[config.mk]
export PLATFORM = sky130hd
export DESIGN_NAME = tcw_front
export DESIGN_NICKNAME = d
export VERILOG_FILES = /design/src/rtl/tcw_pkg.sv /design/src/rtl/tcw_fifo.sv /design/src/rtl/tcw_front.sv
export SDC_FILE = /design/constraint.sdc
export NUM_CORES = 1
export LEC_CHECK = 0
export CAP_MARGIN = 40
export CORE_ASPECT_RATIO = 0.5
export CORE_UTILIZATION = 55
export DETAILED_ROUTE_END_ITERATION = 8
export DONT_BUFFER_PORTS = 1
export PLACE_DENSITY = 0.73
export SETUP_SLACK_MARGIN = 0.3
export SYNTH_ARGS = -nofsm -noshare
export SYNTH_HDL_FRONTEND = slang
export SYNTH_SLANG_ARGS = --single-unit
[constraint.sdc]
create_clock -name clk -period 2 [get_ports clk]
set_input_delay 0.3 -clock clk [delete_from_list [all_inputs] [get_ports clk]]
set_output_delay 0.3 -clock clk [all_outputs]
set_load 0.05 [all_outputs]
[src/rtl/tcw_pkg.sv]
// Shared types, constants and command codes of the text console writer.
package tcw_pkg;

	localparam int COLUMNS_DEFAULT = 80;
	localparam int ROWS_DEFAULT    = 25;

	localparam logic [7:0] CH_TAB      = 8'h09;
	localparam logic [7:0] CH_CR       = 8'h0d;
	localparam logic [7:0] CH_LF       = 8'h0a;
	localparam logic [7:0] CH_SPACE    = 8'h20;
	localparam logic [7:0] RESET_COLOR = 8'h0f;
	localparam int         TAB_STOP    = 4;

	typedef enum logic [1:0] {
		OP_PRINT = 2'd0,
		OP_CLEAR = 2'd1,
		OP_READ  = 2'd2,
		OP_NONE  = 2'd3
	} op_t;

	typedef enum logic [2:0] {
		CMD_PUT,
		CMD_TAB,
		CMD_NEWLINE,
		CMD_NOP,
		CMD_CLEAR,
		CMD_READ
	} cmd_kind_t;

	typedef struct packed {
		logic [1:0] operation;
		logic [7:0] char_code;
		logic [4:0] read_row;
		logic [6:0] read_column;
	} request_t;

	typedef struct packed {
		logic [6:0] cursor_column;
		logic [4:0] cursor_row;
		logic [7:0] cell_char;
		logic [7:0] cell_color;
	} result_t;

	typedef struct packed {
		cmd_kind_t  kind;
		logic [7:0] char_code;
		logic [4:0] read_row;
		logic [6:0] read_column;
	} cmd_t;

endpackage

[src/rtl/tcw_fifo.sv]
// Two-entry first-in first-out queue used for the console's command and result queues.
module tcw_fifo #(
	parameter int DATA_W = $bits(tcw_pkg::result_t)
) (
	input  logic              clk,
	input  logic              arst_n,
	input  logic              wr_en,
	input  logic [DATA_W-1:0] wr_data,
	output logic              full,
	input  logic              rd_en,
	output logic [DATA_W-1:0] rd_data,
	output logic              empty
);

	logic [DATA_W-1:0] slot_q [2];
	logic              wr_ptr_q;
	logic              rd_ptr_q;
	logic [1:0]        count_q;
	logic              do_wr;
	logic              do_rd;

	assign full    = (count_q == 2'd2);
	assign empty   = (count_q == 2'd0);
	assign do_wr   = wr_en && !full;
	assign do_rd   = rd_en && !empty;
	assign rd_data = slot_q[rd_ptr_q];

	always_ff @(posedge clk or negedge arst_n) begin
		if (!arst_n) begin
			wr_ptr_q <= 1'b0;
			rd_ptr_q <= 1'b0;
			count_q  <= 2'd0;
		end else begin
			if (do_wr) begin
				wr_ptr_q <= ~wr_ptr_q;
			end
			if (do_rd) begin
				rd_ptr_q <= ~rd_ptr_q;
			end
			case ({do_wr, do_rd})
				2'b10:   count_q <= count_q + 2'd1;
				2'b01:   count_q <= count_q - 2'd1;
				default: count_q <= count_q;
			endcase
		end
	end

	always_ff @(posedge clk) begin
		if (do_wr) begin
			slot_q[wr_ptr_q] <= wr_data;
		end
	end

endmodule

[src/rtl/tcw_front.sv]
// Front stage: accepts requests, classifies them into commands and queues them.
module tcw_front #(
	parameter int COLUMNS = tcw_pkg::COLUMNS_DEFAULT,
	parameter int ROWS    = tcw_pkg::ROWS_DEFAULT
) (
	input  logic               clk,
	input  logic               arst_n,
	input  logic               push,
	output logic               full,
	input  tcw_pkg::request_t  request,
	input  logic               hold,
	output logic               cmd_valid,
	output tcw_pkg::cmd_t      cmd,
	input  logic               cmd_pop
);

	localparam int CMD_W = $bits(tcw_pkg::cmd_t);

	tcw_pkg::cmd_t    cmd_in;
	logic [CMD_W-1:0] cmd_bits;
	logic             q_full;
	logic             q_empty;
	logic             accept;

	always_comb begin
		cmd_in.char_code   = request.char_code;
		cmd_in.read_row    = request.read_row;
		cmd_in.read_column = request.read_column;
		case (request.operation)
			tcw_pkg::OP_PRINT: begin
				case (request.char_code)
					tcw_pkg::CH_TAB: cmd_in.kind = tcw_pkg::CMD_TAB;
					tcw_pkg::CH_CR:  cmd_in.kind = tcw_pkg::CMD_NOP;
					tcw_pkg::CH_LF:  cmd_in.kind = tcw_pkg::CMD_NEWLINE;
					default:         cmd_in.kind = tcw_pkg::CMD_PUT;
				endcase
			end
			tcw_pkg::OP_CLEAR: cmd_in.kind = tcw_pkg::CMD_CLEAR;
			tcw_pkg::OP_READ: begin
				// A read outside the screen reports zero cell fields, like a no-op.
				if (32'(request.read_row) < ROWS && 32'(request.read_column) < COLUMNS) begin
					cmd_in.kind = tcw_pkg::CMD_READ;
				end else begin
					cmd_in.kind = tcw_pkg::CMD_NOP;
				end
			end
			default: cmd_in.kind = tcw_pkg::CMD_NOP;
		endcase
	end

	assign full      = q_full || hold;
	assign accept    = push && !full;
	assign cmd_valid = !q_empty;
	assign cmd       = tcw_pkg::cmd_t'(cmd_bits);

	tcw_fifo #(
		.DATA_W(CMD_W)
	) u_cmd_q (
		.clk     (clk),
		.arst_n  (arst_n),
		.wr_en   (accept),
		.wr_data (cmd_in),
		.full    (q_full),
		.rd_en   (cmd_pop),
		.rd_data (cmd_bits),
		.empty   (q_empty)
	);

endmodule

==> out/qor.yml <==
clocking:
  htreeDepth: 2
  cts_made_buffers: 5
  clk_path_buf_depth: 2
  clk_latency_ns: 0.29
  cts-root-buf: "clkbuf_8"
  tritoncts: "built"
  clock_sinks: 50
  clk_pin_slew_ns: 0.09
critical_path:
  critPathMaxFanout: 14
  start_kind: "register"
  end_kind: "primary output"
  criticalPathCategory: "reg2out"
  worstPathRequired_ns: 1.70
  worstPathArrival_ns: 1.36
pwr:
  power_frac_clock_pct: 17.1
  swShare_pct: 41.1
  vdd_drop_max_uv: 804
  internal-power_mw: 1.92
  p_per_area_nw_per_um2: 1510
  p_leak_nw: 0.732
  pwr-share-seq_pct: 42.3
  p_comb_share_pct: 40.6
  p_sw_mw: 1.34
placed_design:
  gp_congestion: 0.675
  place_area_sq_um: 2070
  io_buffers: 0
  pre_cts_slack_ns: 0.384
  hpwl_um: 2300
  placed_cells: 159
synth:
  ys.warnings.count: 0
  synth.area.top_cells: "edfxtp_1 70%, mux2_2 14%, dfrtp_1 5.1%, xnor2_1 1.8%, inv_1 0.96%"
  synth_top_area_share_pct: 70.5
  synth_largest_area_cell: "edfxtp_1"
  seq_area_frac_synth_pct: 75.6
  syn_area_per_cell_sq_um: 18.5
  synth_cells: 106
  synth_cell_types: 22
  synth_seq_cells: 50
  syn_area_sq_um: 1960
  syn_nets: 134
timing:
  finalHoldViolCount: 0
  slew_violations: 0
  fin_ws_ns: 0.341
  max_freq_mhz: 603
  grt_setup_unrepaired: "yes"
  relSlewSlack_pct: 67.7
  finalCriticalPeriod_ns: 1.66
  hold_ws_ns: 0.0981
  finClkSkew_ns: 0.00734
  worst_pin_slew_ns: 0.482
  setup_violations: 0
  fin_crit_sh_pct: 82.9
floorplanning:
  core.rowCount: 14
  fp.dieW_um: 86.4
  core_sq_um: 3190
  dieArea_sq_um: 3820
  io_pins: 52
  die_h_um: 44.2
  initial_core_util_pct: 61.5
detailed_routing:
  drc: 0
  wl_um: 3070
  dr.first_iter.drc_count: 21
  drtAntennaViolNets: 0
  wire_per_inst_um: 18.3
  via_count: 914
  drt-pass1-iter-count: 4
  via_per_inst: 5.44
final_layout:
  antenna_cells: 0
  stdcell_count: 168
  final_cell_mix: "46 x edfxtp_1, 24 x mux2_2, 8 x buf_4"
  layout.nets: 147
  final_common_cell: "edfxtp_1"
  stdcell_area_sq_um: 2170
  drive_gt1_share_pct: 36.7
  utilization_pct: 67.9
  area_growth_pct: 10.5
  fill_cells: 216
run_status:
  outcome: "complete, no violations"
hold_path:
  hold_class: "in2reg"
global_routing:
  antenna_found_initial: 0
  grt_max_degree: 17
  track_usage_pct: 17.4
  grt_pass1_wl_um: 4610
  gr-total-overflow: 0
  grt_pass1_vias: 973
job:
  timing.max_cap.violations: 0
cell type report:
class,instances,area [sq um],area share [%]
Inverter,5,18.8,0.867
Tap cell,48,60.1,2.77
Clock inverter,3,21.3,0.982
Sequential cell,50,1480,68.4
Multi-Input combinational cell,48,445,20.6
Timing Repair Buffer,9,70.1,3.24
Clock buffer,5,68.8,3.18
power groups by stage:
stage | clock [mW] | combinational (mW) | sequential [mW]
finish | 0.559 | 1.33 | 1.38
global route | 0.620 | 1.38 | 1.39
CTS | 0.573 | 1.34 | 1.38
detailed placement | 0 | 1.33 | 1.40
global placement | 0 | 1.30 | 1.39
floorplan | 0 | 1.19 | 1.38
registers in the layout, indices dropped and copies added (netlist names):
signal            cells
u_cmd_q.slot_q       46
u_cmd_q.count_q       2
u_cmd_q.rd_ptr_q      1
u_cmd_q.wr_ptr_q      1
synth_stat cells:
master,n
mux2_2,24
nand3b_1,1
ha_1,1
xnor2_1,4
and2_4,1
nor3_1,1
xor2_1,1
buf_4,2
or2_2,1
nor4_1,1
nor2_1,4
dfrtp_1,4
o211ai_1,1
inv_1,5
a2bb2oi_1,1
o311a_1,1
o31ai_1,2
o21a_1,1
edfxtp_1,46
o21ai_0,2
nand2b_1,1
buf_2,1
stage by stage:
step | power, mW | setup TNS [ns]
after floorplan | 2.57 | -1.47
after global placement | 2.69 | 0
after detailed placement | 2.74 | 0
after CTS | 3.29 | 0
after global routing | 3.39 | 0
final | 3.27 | 0
critical path: stages (launching register included):
cell and delay (ns):
dfrtp_1 0.35, buf_4 0.22, mux2_2 0.49
cells by family (layout without fill, tap and decap cells):
kind of cell,count (synthesis),after routing,share of synthesized area (%)
xor+xnor,5,5,2.23
simple gates,10,10,2.81
buf+inv,8,22,1.98
compound gates,8,8,3.00
flops,50,50,75.6
fa+ha+maj,1,1,0.638
mux,24,24,13.8
layer usage:
layer / part of all wire (%) / routed length, um / GRT usage (%) / vias up
li1: - / - / - / 426
met1: 40 / 1230 / 19.3 / 454
met2: 51 / 1570 / 32.2 / 34
met3: 8.8 / 270 / 8.02 / 0
met4: 0 / 0 / 3.00 / 0
met5: 0 / 0 / 0 / -
repair_timing:
| action | in CTS | in global routing |
|---|---|---|
| setup buffers | 0 | 0 |
| hold buffers | 1 | 0 |
| hold endpoints to repair | 4 | 0 |
| gates resized for setup | 0 | 0 |
| setup endpoints to repair | 0 | 14 |
worst paths after layout:
path / startpoint / to / slack [ns] / depth (start not counted)
min in group asynchronous: arst_n / u_cmd_q.count_q[1] / 0.27 / 1
min reg2reg: u_cmd_q.wr_ptr_q / u_cmd_q.wr_ptr_q / 0.53 / 1
max reg2reg: u_cmd_q.count_q[0] / u_cmd_q.count_q[1] / 0.39 / 6
max: u_cmd_q.rd_ptr_q / cmd[0] / 0.34 / 2
max in group asynchronous: arst_n / u_cmd_q.count_q[0] / 1.55 / 1
min: request[8] / u_cmd_q.slot_q[0][8] / 0.1 / 0
Power figures use the tool's default switching activity.
