===== config.mk =====
export PLATFORM = sky130hd
export DESIGN_NAME = tcw_fifo
export DESIGN_NICKNAME = d
export VERILOG_FILES = /design/src/rtl/tcw_pkg.sv /design/src/rtl/tcw_fifo.sv
export SDC_FILE = /design/constraint.sdc
export NUM_CORES = 1
export LEC_CHECK = 0
export BUFFER_PORTS_ARGS = -buffer_cell sky130_fd_sc_hd__buf_2
export CAP_MARGIN = 0
export CORE_ASPECT_RATIO = 0.9
export CORE_MARGIN = 3
export CORE_UTILIZATION = 46
export CTS_CLUSTER_DIAMETER = 60
export CTS_CLUSTER_SIZE = 20
export DETAILED_ROUTE_END_ITERATION = 12
export PLACE_DENSITY = 0.74
export SLEW_MARGIN = 5
export SYNTH_ARGS = -nofsm -noshare
export SYNTH_HDL_FRONTEND = slang
export SYNTH_SLANG_ARGS = --single-unit

===== constraint.sdc =====
create_clock -name clk -period 2.05 [get_ports clk]
set_input_delay 0.1025 -clock clk [delete_from_list [all_inputs] [get_ports clk]]
set_output_delay 0.1025 -clock clk [all_outputs]
set_load 0.05 [all_outputs]

===== src/rtl/tcw_pkg.sv =====
// Shared types, constants and command codes of the text console writer.
package tcw_pkg;

	localparam int COLUMNS_DEFAULT = 80;
	localparam int ROWS_DEFAULT    = 25;

	localparam logic [7:0] CH_TAB      = 8'h09;
	localparam logic [7:0] CH_CR       = 8'h0d;
	localparam logic [7:0] CH_LF       = 8'h0a;
	localparam logic [7:0] CH_SPACE    = 8'h20;
	localparam logic [7:0] RESET_COLOR = 8'h0f;
	localparam int         TAB_STOP    = 4;

	typedef enum logic [1:0] {
		OP_PRINT = 2'd0,
		OP_CLEAR = 2'd1,
		OP_READ  = 2'd2,
		OP_NONE  = 2'd3
	} op_t;

	typedef enum logic [2:0] {
		CMD_PUT,
		CMD_TAB,
		CMD_NEWLINE,
		CMD_NOP,
		CMD_CLEAR,
		CMD_READ
	} cmd_kind_t;

	typedef struct packed {
		logic [1:0] operation;
		logic [7:0] char_code;
		logic [4:0] read_row;
		logic [6:0] read_column;
	} request_t;

	typedef struct packed {
		logic [6:0] cursor_column;
		logic [4:0] cursor_row;
		logic [7:0] cell_char;
		logic [7:0] cell_color;
	} result_t;

	typedef struct packed {
		cmd_kind_t  kind;
		logic [7:0] char_code;
		logic [4:0] read_row;
		logic [6:0] read_column;
	} cmd_t;

endpackage


===== src/rtl/tcw_fifo.sv =====
// Two-entry first-in first-out queue used for the console's command and result queues.
module tcw_fifo #(
	parameter int DATA_W = $bits(tcw_pkg::result_t)
) (
	input  logic              clk,
	input  logic              arst_n,
	input  logic              wr_en,
	input  logic [DATA_W-1:0] wr_data,
	output logic              full,
	input  logic              rd_en,
	output logic [DATA_W-1:0] rd_data,
	output logic              empty
);

	logic [DATA_W-1:0] slot_q [2];
	logic              wr_ptr_q;
	logic              rd_ptr_q;
	logic [1:0]        count_q;
	logic              do_wr;
	logic              do_rd;

	assign full    = (count_q == 2'd2);
	assign empty   = (count_q == 2'd0);
	assign do_wr   = wr_en && !full;
	assign do_rd   = rd_en && !empty;
	assign rd_data = slot_q[rd_ptr_q];

	always_ff @(posedge clk or negedge arst_n) begin
		if (!arst_n) begin
			wr_ptr_q <= 1'b0;
			rd_ptr_q <= 1'b0;
			count_q  <= 2'd0;
		end else begin
			if (do_wr) begin
				wr_ptr_q <= ~wr_ptr_q;
			end
			if (do_rd) begin
				rd_ptr_q <= ~rd_ptr_q;
			end
			case ({do_wr, do_rd})
				2'b10:   count_q <= count_q + 2'd1;
				2'b01:   count_q <= count_q - 2'd1;
				default: count_q <= count_q;
			endcase
		end
	end

	always_ff @(posedge clk) begin
		if (do_wr) begin
			slot_q[wr_ptr_q] <= wr_data;
		end
	end

endmodule


==> flow_summary.ini, run 1 <==
[cts]
htreeDepth = 3
clk_latency_ps = 320
cts_buffer_depth = 2
root_buffer = clkbuf_8
cts_resized = 0
clk_pin_slew_worst_paths_ps = 70
cts_tree = yes
cts_buffers = 9
clock-sinks = 60

[logic_synthesis]
synth_area_mm2 = 0.002265
synth_cell_type_count = 16
yosysTopAreaCell = edfxtp_1
synth.ff_latch_count = 60
synth_area_leaders = edfxtp_1 74%, mux2_2 9.0%, mux2_4 6.6%
synth_top_area_frac = 0.7425
syn_inst = 105
yosysSeqAreaShare = 0.7867
synth.net_count = 138
synth.avg_cell_area_um2 = 21.57
yosysWarnings = 0

[detailed_routing]
viasPerCell = 4.630
wl_per_cell_um = 14.75
first_pass_iters = 4
num_vias = 1278
postRouteAntennaNets = 0
drt_iter0_drc = 60
drc = 0
wirelength_um = 4072

[pwr]
netSwitchingPower_mw = 1.995
intPower_mw = 3.036
clkPwrFrac = 0.217
swShare = 0.3965
static-leakage-power_nw = 1.272
pwr-share-seq = 0.352
p_comb_frac = 0.431
ir_drop_v = 0.0008922
p_total_mw = 5.031
p_per_area_mw_per_mm2 = 1593

[sta]
worstMarginPinSlew_ps = 305.7
rsz0062_at_grt = false
whs_ps = 110.4
skew_ps = 7.368
relSlewSlack = 0.7962
hold_viol_final = 0
fmax_mhz = 590.9
timing.final.ws_setup_ps = 357.8
fin_tns_setup_ps = 0
finalSetupViolations = 0
period_share = 0.8255
post-route-min-period_ps = 1692
drv_slew = 0

[final_layout]
post-route-util = 0.6859
syn2layout_area_growth_pct = 39.45
finalNonFillerCells = 276
antenna_cells = 0
layout-drive-gt1-share = 0.5187
stdcell_area_mm2 = 0.003158
fin_nets = 242

[setup_path]
r2r_start = count_q[0]$_DFFE_PN0P_
r2r_end = count_q[1]$_DFFE_PN0P_
cp.arrival_ps = 1590
timing.critical_path.from = rd_ptr_q$_DFFE_PN0P_
startpoint_type = flip-flop
r2r_cells = 5
cp.required_ps = 1950
cp-end-kind = primary output
critical_path.max_fanout = 19
r2r_setup_slack_ps = 630
critical_path_class = reg2out

[global_route]
antenna_found_initial = 0
grt_pass1_vias = 1439
gr-total-overflow = 0
grt.total_usage = 0.1590
grt_max_degree = 20
grt_pass1_wl_um = 6699

[place]
portBuffers = 61
dp.cells = 231
gp_congestion = 0.6492
dp_hpwl_um = 2576
post-place-ws_ps = 629.1
dpl-instance-area_mm2 = 0.002661

[hold_path]
min_path_type = in2async

[die]
row_count = 23
design.core.area_mm2 = 0.004604
start_util = 0.4918
die_area_mm2 = 0.005802
die_h_um = 72.57
die_x_um = 79.96
io_pins = 62

[run_status]
outcome = finished, final reports clean

[flow_run]
maxCapViolCount = 0
==> critical path, cell delays in order (launching register included) <==
cell     delay [ps]
dfrtp_1         350
buf_4           300
mux2_2          380
buf_2           210
==> routing by layer <==
metal / global-route usage / routed length [µm]
met2: 0.2785 / 2222
met4: 0.06754 / 28
met1: 0.1820 / 1600
met5: 0 / 0
met3: 0.04591 / 220
==> how the worst max path moves through the flow <==
stage | to | slack, ps | depth (start not counted)
after global placement | count_q[1]$_DFFE_PN0P_ | 720 | 5
after global routing | rd_data[14] | 290 | 3
final | rd_data[19] | 360 | 3
after detailed placement | count_q[1]$_DFFE_PN0P_ | 630 | 5
after floorplan | count_q[1]$_DFFE_PN0P_ | 140 | 5
after CTS | rd_data[12] | 320 | 3
==> synth_stat cells <==
cell type	number
nand2_1	1
buf_8	1
and3_1	1
xor2_1	2
xnor2_1	3
buf_4	1
inv_1	1
dfrtp_1	4
buf_6	1
nor2_1	3
nor2b_2	1
mux2_2	18
ha_1	1
nand2b_1	1
mux2_4	10
edfxtp_1	56
==> power by group through the flow <==
stage	Combinational (mW)	Sequential, mW	Clock (mW)
6_report	2.17	1.77	1.09
5_1_grt	2.29	1.80	1.18
4_1_cts	2.20	1.78	1.13
3_5_place_dp	2.15	1.80	0
3_3_place_gp	2.11	1.78	0
2_1_floorplan	1.74	1.78	0
==> cell type report <==
cell class,count,area (µm²)
clock inverters,6,78.83
well taps,62,77.57
flip-flops and latches,60,1782
repair buffers,96,640.6
clock buffers,10,127.6
multi-input cells,41,447.9
fillers,334,1446
inverters,1,3.754
==> cell families after synthesis <==
kind of cell,Yosys count,synth area share
flops,60,0.7867
simple gates,7,0.01602
mux,28,0.1558
fa+ha+maj,1,0.005524
buf+inv,4,0.01657
xor+xnor,5,0.01934
==> sequential cells by signal (all words and copies together), names as in the netlist <==
name / count
slot_q: 56
wr_ptr_q: 1
count_q: 2
rd_ptr_q: 1
==> cells in the final DEF (no fill, tap or decap), drive strengths merged <==
cell         Yosys  layout
buf              3      67
xor2             2       2
edfxtp          56      56
ha               1       1
nor2             3       3
bufinv           0       2
nand2            1       1
mux2            28      28
and3             1       1
nor2b            1       1
nand2b           1       1
inv              1       1
xnor2            3       3
dfrtp            4       4
clkbuf           0      10
dlygate4sd3      0      29
clkinv           0       4
==> what timing repair did <==
item,4_1_cts,5_1_grt
endpoints found under the hold margin,60,0
setup buffers,0,0
hold buffers,29,0
endpoints found under the setup margin,0,0
(Power assumes the default switching activity.)
==> run 2, diff against run 1 <==
clock period = 1.5 ns   (was 2.05 ns; I/O delays follow)
==> run 2 against run 1 <==
  * The flow now finishes with violations (negative setup slack)
  * Total power rose by 59%
  * Die area stayed put
  * Flip-flop and latch count unchanged
  * Register-to-register slack worse by 530 ps
  * Setup slack worse by 430 ps
==> flow_summary.ini, run 2 (synthesis gave the netlist of run 1 again) <==
[run_status]
outcome = finished with violations
violations = negative setup slack

[place]
dp.cells = 231
portBuffers = 61
gp_congestion = 0.6581
dpl-instance-area_mm2 = 0.002740
dp_hpwl_um = 2870

[setup_path]
critPathSlowestCell = dfrtp_2
cp.required_ps = 1420
r2r_start = count_q[0]$_DFFE_PN0P_
path_cells = buf_12, clkbuf_16, mux2_4, buf_8
timing.critical_path.from = rd_ptr_q$_DFFE_PN0P_
critical_path.max_fanout = 5
cp.arrival_ps = 1500
cp_top_family = buffers and inverters
max_stage_delay_ps = 410
startpoint_type = flip-flop
cp-end-kind = primary output
crit_buf_inv = 3
critical_path_class = reg2out

[sta]
finalSetupViolations = 28
hold_viol_final = 0
rsz0062_at_grt = true
worstMarginPinSlew_ps = 251.1
skew_ps = 4.108
fmax_mhz = 635.4
drv_slew = 0
post-route-min-period_ps = 1574
relSlewSlack = 0.8337
period_share = 1.049
whs_ps = 87.53
timing.final.ws_setup_ps = -73.73

[final_layout]
reg_top3 = slot_q: 56 flops, count_q: 2 flops
regMostFlops = slot_q
finalNonFillerCells = 280
mostFrequentLayoutCell = edfxtp_1
antenna_cells = 0
fin_nets = 247
stdcell_area_mm2 = 0.003555
layout-drive-gt1-share = 0.5505
largest_reg_flops = 56
syn2layout_area_growth_pct = 56.96
final_cell_mix = 56 x edfxtp_1, 33 x buf_2, 29 x dlygate4sd3_1

[cts]
clk_latency_ps = 320
cts_buffers = 9
clk_pin_slew_worst_paths_ps = 60
htreeDepth = 3
root_buffer = clkbuf_8
cts_tree = yes
cts_buffer_depth = 2
clock-sinks = 60

[detailed_routing]
first_pass_iters = 4
drt_iter0_drc = 66
postRouteAntennaNets = 0
drc = 0
wirelength_um = 4588
viasPerCell = 4.700
num_vias = 1316
wl_per_cell_um = 16.39

[global_route]
grt_max_degree = 15
grt.total_usage = 0.1619
grtUsageMet2 = 0.2702
grt-busiest-layer = met2
grt_pass1_vias = 1429
grt_pass1_wl_um = 6824
antenna_found_initial = 0
use_met3 = 0.07196
grt_use_met1 = 0.1862
gr-total-overflow = 0

[die]
die_h_um = 72.57
row_count = 23
die_area_mm2 = 0.005802
design.core.area_mm2 = 0.004604
start_util = 0.4918
io_pins = 62
die_x_um = 79.96

[pwr]
ir_drop_v = 0.001456
static-leakage-power_nw = 1.415
p_per_area_mw_per_mm2 = 2255

[flow_run]
maxCapViolCount = 0

[hold_path]
min_path_type = in2async
-- run 2: cell types whose count changed in the layout (fill, tap and decap cells not counted), sizes merged --
| cell | delta |
|---|---|
| clkinvlp | +1 |
| clkbuf | +1 |
| buf | +3 |
| clkinv | -1 |
-- run 2: layer usage --
layer	part of all wire	vias to the layer above
met5	0	-
li1	-	622
met3	0.066	6
met1	0.42	636
met2	0.51	52
met4	0.0096	0
-- run 2: repair_timing --
action / CTS / global route
endpoints found under the hold margin: 60 / 0
gates resized for setup: 61 / 8
setup endpoints to repair: 28 / 29
gates cloned: 1 / 2
setup buffers: 1 / 1
hold buffers: 29 / 0
-- run 2: power breakdown --
group	internal (mW)	total (mW)	switching, mW
clock network	0.910	1.47	0.560
logic	1.83	4.08	2.25
registers	2.31	2.46	0.157
-- run 2: cell type report --
class	count	area, µm²
inverters	1	3.754
multi-input cells	41	475.5
repair buffers	101	1010
well taps	62	77.57
clock buffers	9	123.9
fillers	252	1050
flip-flops and latches	60	1784
clock inverters	6	80.08
-- run 2: final timing paths --
kind / to / slack (ps) / cells past startpoint
max in group asynchronous: rd_ptr_q$_DFFE_PN0P_ / 1270 / 2
hold / removal: count_q[0]$_DFFE_PN0P_ / 90 / 2
setup reg to reg: count_q[1]$_DFFE_PN0P_ / 100 / 5
setup / recovery: rd_data[19] / -70 / 4
hold reg to reg: count_q[0]$_DFFE_PN0P_ / 540 / 1
min in group clk: wr_ptr_q$_DFFE_PN0N_ / 100 / 3
-- run 2: per-stage QoR --
step	util	setup TNS, ps	power [mW]	setup slack, ps
floorplan	-	-1124	4.844	-40.15
global placement	0.5951	0	5.509	131.2
detailed placement	0.5951	0	5.584	75.83
CTS	0.7508	-1177	7.757	-75.14
global route	0.7720	-2406	8.328	-116.2
finish	0.7720	-1106	8.015	-73.73
==> run 3, diff against run 2 <==
--- a/config.mk
+++ b/config.mk
@@ -10,3 +10,3 @@
 export CORE_ASPECT_RATIO = 0.9
-export CORE_MARGIN = 3
+export CORE_MARGIN = 2
 export CORE_UTILIZATION = 46
--- a/constraint.sdc
+++ b/constraint.sdc
@@ -3,2 +3,2 @@
 set_output_delay 0.075 -clock clk [all_outputs]
-set_load 0.05 [all_outputs]
+set_load 0.005 [all_outputs]
==> run 3 against run 2 <==
  * Largest cell class unchanged
  * Flip-flop and latch count did not move
  * Clock power fell by 23%
  * The flow now finishes without violations
  * Global-route usage decreased by 0.44 points
  * Fmax increased by 6.3%
  * Wire length shrank 9.4%
  * Combinational power down 50%
==> flow_summary.ini, run 3 (synthesis gave the netlist of run 1 again) <==
[cts]
root_buffer = clkbuf_8
cts_buffers = 9
clk_pin_slew_worst_paths_ps = 60
clk_latency_ps = 330
cts_tree = yes
clock-sinks = 60
htreeDepth = 3
cts_buffer_depth = 2

[final_layout]
largest_reg_flops = 56
regMostFlops = slot_q
antenna_cells = 0
fill_cells = 346
final_cell_mix = 57 x buf_2, 56 x edfxtp_1, 29 x dlygate4sd3_1
mostFrequentLayoutCell = buf_2
finalNonFillerCells = 280
layout-drive-gt1-share = 0.5256
fin_nets = 244
syn2layout_area_growth_pct = 43.09
reg_top3 = slot_q: 56 flops, count_q: 2 flops

[die]
io_pins = 62
die_h_um = 70.57
row_count = 24
die_area_mm2 = 0.005501
die_x_um = 77.96
design.core.area_mm2 = 0.004805
start_util = 0.4714

[place]
dp.cells = 234
portBuffers = 61
dp_hpwl_um = 2729
gp_congestion = 0.6911

[run_status]
outcome = finished, final reports clean

[sta]
worstMarginPinSlew_ps = 180.9
period_share = 0.9870
fmax_mhz = 675.5
finalSetupViolations = 0
skew_ps = 4.872
rsz0062_at_grt = true
hold_viol_final = 0
relSlewSlack = 0.8790
post-route-min-period_ps = 1480
drv_slew = 0
fin_tns_setup_ps = 0

[setup_path]
critical_path.max_fanout = 10
startpoint_type = flip-flop
r2r_start = count_q[0]$_DFFE_PN0P_
r2r_end = count_q[1]$_DFFE_PN0P_
r2r_cells = 6
cp.arrival_ps = 1410
cp.required_ps = 1420
r2r_setup_slack_ps = 120
critical_path_class = reg2out
cp-end-kind = primary output

[global_route]
antenna_found_initial = 0
gr-total-overflow = 0
grt.total_usage = 0.1575
grt_max_degree = 20
grt_pass1_vias = 1422
grt_pass1_wl_um = 6341

[pwr]
ir_drop_v = 0.001295
static-leakage-power_nw = 1.298
p_total_mw = 5.614
p_per_area_mw_per_mm2 = 1732

[detailed_routing]
viasPerCell = 4.643
first_pass_iters = 4
num_vias = 1300
postRouteAntennaNets = 0
drt_iter0_drc = 38
drc = 0
wirelength_um = 4158
wl_per_cell_um = 14.85

[flow_run]
maxCapViolCount = 0

[hold_path]
min_from = wr_en
min_path_type = in2reg
min_delay_path_depth = 3
min_to = wr_ptr_q$_DFFE_PN0N_
[run 3: cell types whose count changed in the layout (fill, tap and decap cells not counted), moves of 2 or more]
cell,change
buf_6,-19
buf_8,-5
bufinv_16,-2
clkbuf_1,+2
buf_12,-2
buf_2,+24
[run 3: worst max path at each step]
stage,startpoint,endpoint,slack [ps],cells after the start
2_1_floorplan,count_q[0]$_DFFE_PN0P_,slot_q[0][0]$_DFFE_PP_,8,3
5_1_grt,rd_ptr_q$_DFFE_PN0P_,rd_data[13],-30,3
3_3_place_gp,count_q[0]$_DFFE_PN0P_,count_q[1]$_DFFE_PN0P_,130,5
6_report,rd_ptr_q$_DFFE_PN0P_,rd_data[13],20,3
4_1_cts,rd_ptr_q$_DFFE_PN0P_,rd_data[24],-0.3,3
3_5_place_dp,count_q[0]$_DFFE_PN0P_,count_q[1]$_DFFE_PN0P_,60,6
[run 3: layer usage]
layer | GRT usage | vias up | share of wire
met3 | 0.04592 | 6 | 0.054
li1 | - | 616 | -
met5 | 0 | - | 0
met4 | 0.08187 | 0 | 0.018
met2 | 0.2605 | 52 | 0.47
met1 | 0.1894 | 626 | 0.45
[run 3: layout make-up]
type	instances	area [µm²]	area share
clock buffer	11	131.4	0.04054
clock inverter	4	17.52	0.005405
inverter	1	3.754	0.001158
multi-input combinational	41	467.9	0.1444
sequential	60	1783	0.5502
tap	65	81.33	0.02510
timing repair buffer	98	755.7	0.2332
[run 3: through the flow]
stage | util | instance area [µm²] | hold slack [ps] | worst slack, ps
finish | 0.6745 | 3241 | 94.25 | 19.56
global route | 0.6745 | 3241 | 97.68 | -27.83
detailed placement | 0.5664 | 2721 | -112.3 | 57.15
global placement | 0.5664 | 2721 | -116.2 | 133.8
floorplan | - | 2273 | -220.6 | 7.915
CTS | 0.6609 | 3176 | 69.93 | -0.2957
[run 3: where the power goes]
group | leakage, nW | switching (mW) | internal [mW]
sequential | 0.566 | 0.157 | 2.30
clock | 0.0780 | 0.559 | 0.573
combinational | 0.654 | 0.825 | 1.20
total | 1.30 | 1.54 | 4.07
[run 3: critical path, cell delays in order, from the launching register on]
cell     delay [ps]
dfrtp_2         440
buf_8           170
mux2_2          340
buf_2           130
[run 3: repair_timing]
| action | in CTS | in global routing |
|---|---|---|
| setup endpoints to repair | 4 | 9 |
| gates cloned | 0 | 1 |
| setup buffers | 0 | 1 |
| gates resized for setup | 4 | 7 |
| hold buffers | 29 | 0 |
| hold endpoints to repair | 60 | 0 |
